==> src/hw/rtl/vmss_pkg.sv <==
// vmss_pkg: shared types and constants for the von Mises stress summer.
// No dependencies.
package vmss_pkg;
    localparam int unsigned NUM_COMP = 9;
    localparam int unsigned SQ_BITS  = 64;   // one squared 32-bit magnitude
    localparam int unsigned N_BITS   = 68;   // 3*sum - trace^2 headroom
    localparam int unsigned ROOT_BITS = 34;

    typedef logic signed [31:0] comp_t;
endpackage

==> src/hw/rtl/vmss_sqrt.sv <==
// vmss_sqrt: restoring integer square root, one result bit per cycle.
// Depends on vmss_pkg.
module vmss_sqrt
    import vmss_pkg::*;
(
    input  logic                 aclk,
    input  logic                 aresetn,
    input  logic                 start,
    input  logic [N_BITS-1:0]    radicand,
    output logic                 done,
    output logic [ROOT_BITS-1:0] root
);
    logic [N_BITS-1:0]    x_reg;     // radicand bits still to bring down
    logic [ROOT_BITS+2:0] rem_reg;
    logic [ROOT_BITS-1:0] root_reg;
    logic [5:0]           cnt_reg;
    logic                 busy_reg, done_reg;
    logic [ROOT_BITS+2:0] rem_sh;
    logic [ROOT_BITS+2:0] trial;

    // remainder stays below 2*root+1, so its low ROOT_BITS+1 bits suffice
    always_comb begin
        rem_sh = {rem_reg[ROOT_BITS:0], x_reg[N_BITS-1 -: 2]};
        trial  = {1'b0, root_reg, 2'b01};
    end

    always_ff @(posedge aclk) begin
        if (!aresetn) begin
            busy_reg <= 1'b0;
            done_reg <= 1'b0;
        end else begin
            done_reg <= 1'b0;
            if (start) begin
                busy_reg <= 1'b1;
                x_reg    <= radicand;
                rem_reg  <= '0;
                root_reg <= '0;
                cnt_reg  <= 6'(ROOT_BITS - 1);
            end else if (busy_reg) begin
                x_reg <= x_reg << 2;
                if (rem_sh >= trial) begin
                    rem_reg  <= rem_sh - trial;
                    root_reg <= {root_reg[ROOT_BITS-2:0], 1'b1};
                end else begin
                    rem_reg  <= rem_sh;
                    root_reg <= {root_reg[ROOT_BITS-2:0], 1'b0};
                end
                if (cnt_reg == 6'd0) begin
                    busy_reg <= 1'b0;
                    done_reg <= 1'b1;
                end else begin
                    cnt_reg <= cnt_reg - 6'd1;
                end
            end
        end
    end

    assign done = done_reg;
    assign root = root_reg;
endmodule
==> config.mk <==
export PLATFORM = sky130hd
export DESIGN_NAME = vmss_sqrt
export DESIGN_NICKNAME = d
export VERILOG_FILES = /design/src/hw/rtl/vmss_pkg.sv /design/src/hw/rtl/vmss_sqrt.sv
export SDC_FILE = /design/constraint.sdc
export NUM_CORES = 1
export LEC_CHECK = 0
export ABC_AREA = 1
export BUFFER_PORTS_ARGS = -buffer_cell sky130_fd_sc_hd__buf_2
export CORE_MARGIN = 1.5
export CORE_UTILIZATION = 60
export CTS_CLUSTER_DIAMETER = 80
export CTS_CLUSTER_SIZE = 14
export DETAILED_ROUTE_END_ITERATION = 8
export GPL_TIMING_DRIVEN = 0
export PLACE_DENSITY = 0.81
export SLEW_MARGIN = 30
export SYNTH_ARGS = -nofsm -noshare
export SYNTH_HDL_FRONTEND = slang
export SYNTH_SLANG_ARGS = --single-unit
==> constraint.sdc <==
create_clock -name aclk -period 20.5 [get_ports aclk]
set_input_delay 4.1 -clock aclk [delete_from_list [all_inputs] [get_ports aclk]]
set_output_delay 4.1 -clock aclk [all_outputs]
set_load 0.005 [all_outputs]
==> results.cfg <==
[power]
p_per_area_nw_per_um2 = 84.5
combinationalPowerShare_pct = 23.0
worst_ir_drop_vdd_uv = 62.4
switching_share_of_power_pct = 31.4
power.leakage_nw = 5.40
internal_power_uw = 612
seqPwrFrac_pct = 40.9
power_switching_uw = 280
clock_power_share_pct = 36.1

[floorplan]
placementRows = 44
floorplan.initialDensity_pct = 61.7
fp.coreArea_um2 = 14600
die_area_um2 = 15800
die_width_um = 126
io_pins = 106
fp.dieH_um = 126

[min_path]
holdCritPathClass = flop to flop

[sta]
post-route-period-util_pct = 30.1
setup-violations-final = 0
timing_worst_slew_pin_value_ns = 0.787
timing.final.crit_period_ns = 6.16
clock.fmax_ghz = 0.162
worst_case_headroom_to_the_max_slew_limit_pct = 47.2
slew_violations = 0
final-hold-violation-count = 0
clock-skew-final_ns = 0.0152
rsz0062_at_grt = no
final.setup.tns_ns = 0
finalWorstSetupSlack_ns = 14.34

[worst_setup_path]
timing.critical_path.to_type = flop
delay_contributed_by_the_slowest_stage_of_the_critical_path_ns = 0.52
path_max_fanout = 25
critical_path_arrival_ns = 6.30
ff2ff_setup_slack_ns = 17.99
timing.setup.critical_path_class = input pin to flop
data_required_critical_path_ns = 20.64
dominant_cell_type_by_count_on_the_critical_path = buf_16
start_kind = input pin
worst_path_max_delay_cell = clkbuf_1
cell_by_cell_trace_of_the_critical_path = clkbuf_1, clkbuf_1, nor2_1, nor2_4, buf_16, buf_16, buf_16

[drt]
drtIter0Drc = 512
wirelength_mm = 21.2
route.vias.total = 7806
drc = 1
ant_nets = 0
routedWlPerCell_um = 14.0
detail_route.first_pass.iterations = 9
avgViaCountPerCell = 5.15

[clock_tree]
max_h_tree_level = 4
tritoncts = built
buffer_depth_of_the_longest_clock_path = 2
clock_network_latency_to_the_later_pin_of_the_worst_skew_pair_ns = 0.44
post_cts_hold_buffer_count = 0
cts_resized = 0
cts.repair_timing.setup_buffer_count = 0
cts_root_buffer = clkbuf_16
numCtsBuffers = 17
clk_transition_reported_paths_ns = 0.07
cts_num_sinks = 145

[final_layout]
postLayoutCoreUtil_pct = 72.1
finalNetCount = 1428
area_growth_syn_to_layout_pct = 16.8
finish.cell_count_without_fillers = 1516
layout-drive-gt1-share_pct = 13.2
layout.cells.most_common = nand2_1
largest_register_ff_count = 68
fillerInstances = 1120
diode_count = 0
layout.cell_area.non_filler_um2 = 10600
mostFrequentLayoutCells = nand2_1, inv_1, edfxtp_1

[outcome]
outcome = finished, violations left
violated_checks = DRC

[placement]
place.port_buffers = 104
dp_cells = 1484
dpl_cell_area_um2 = 9970
place_worst_setup_slack_ns = 13.88
place_congestion = 0.932
detailedPlacementHpwl_mm = 15.9

[yosys]
synth-async-reset-ratio_pct = 0
post_synth_num_cell_types = 31
synthDominantAreaCellType = edfxtp_1
syn-instance-count = 1190
synth_flop_cell = edfxtp_1
post_synthesis_sequential_area_ratio_pct = 47.9
syn-mean-instance-area_um2 = 7.60
ys_top_cells_by_area = edfxtp_1, nand2_1, inv_1
post_synth_instance_area_um2 = 9040
synth_fp_nets = 1299
post_synthesis_sequential_element_count = 145
synthDominantCellAreaShare_pct = 47.5
synth_enable_flop_cells = 143
synth.yosys.warnings = 0

[global_routing]
grt_start_max_net_pins = 26
antenna_violations_before_repair = 0
number_of_global_route_vias_before_repair = 7491
grt.total_usage_pct = 27.9
gr-total-overflow = 0
wire_length_of_the_first_global_routing_pass_mm = 34.9

[run]
max_cap_viol_count = 0
layer usage:
metal  track usage, %  vias to the layer above  routed length, µm
met2             46.3                      226               9990
met4             11.4                        0                587
met5                0                        -                  0
li1                 -                     3986                  -
met1             35.7                     3554               9360
met3             6.33                       40               1220
per-stage QoR:
step           total power, mW  hold slack [ns]
2_1_floorplan            0.516            0.461
3_3_place_gp             0.568            0.467
3_5_place_dp             0.573            0.485
4_1_cts                  0.891            0.499
5_1_grt                  0.934            0.512
6_report                 0.892            0.503
synth_stat cells, types with 2 or more instances:
cell type,n
a21oi_1,44
and2_1,6
and3_1,2
buf_2,8
clkbuf_1,23
dfxtp_1,2
edfxtp_1,143
ha_1,38
inv_1,173
inv_2,3
nand2_1,499
nand2_2,4
nand3_1,28
nand3b_1,6
nand4_1,9
nor2_1,129
nor2_2,10
nor3_1,4
nor3_2,2
o21ai_0,3
o21bai_1,26
or2_2,3
xnor2_1,4
xor2_1,14
logic make-up after synthesis:
| family | share of synthesized area (%) |
|---|---|
| AND/OR/NAND/NOR | 31.3 |
| buffers and inverters | 8.99 |
| flip-flops | 47.9 |
| AO/OA/AOI/OAI | 4.82 |
| adder cells (fa/ha/maj) | 5.26 |
| XOR/XNOR | 1.74 |
critical path, delay by kind of cell:
kind,cells,cell delay [ns]
AND/OR/NAND/NOR,2,0.75
buffers and inverters,5,1.42
final timing paths:
kind / start / end / cells after the start
setup / recovery: start / root[16] / 7
hold / removal: busy_reg / done / 1
setup reg to reg: root[0] / rem_reg[19] / 15
hold reg to reg: busy_reg / done / 1
final cells by class:
type	count	area (µm²)	area share, %
Clock inverter	15	171	1.62
Sequential cell	145	4330	41.0
Timing Repair Buffer	110	686	6.49
Multi-Input combinational cell	836	3900	36.9
Inverter	176	661	6.25
Clock buffer	17	425	4.03
Tap cell	184	230	2.18
Buffer	33	153	1.45
power groups by stage:
stage	Clock, mW	Sequential [mW]	Combinational (mW)
finish	0.322	0.365	0.205
global route	0.335	0.367	0.232
CTS	0.322	0.365	0.204
detailed placement	0	0.371	0.203
global placement	0	0.375	0.194
floorplan	0	0.372	0.144
Power figures use the tool's default switching activity.
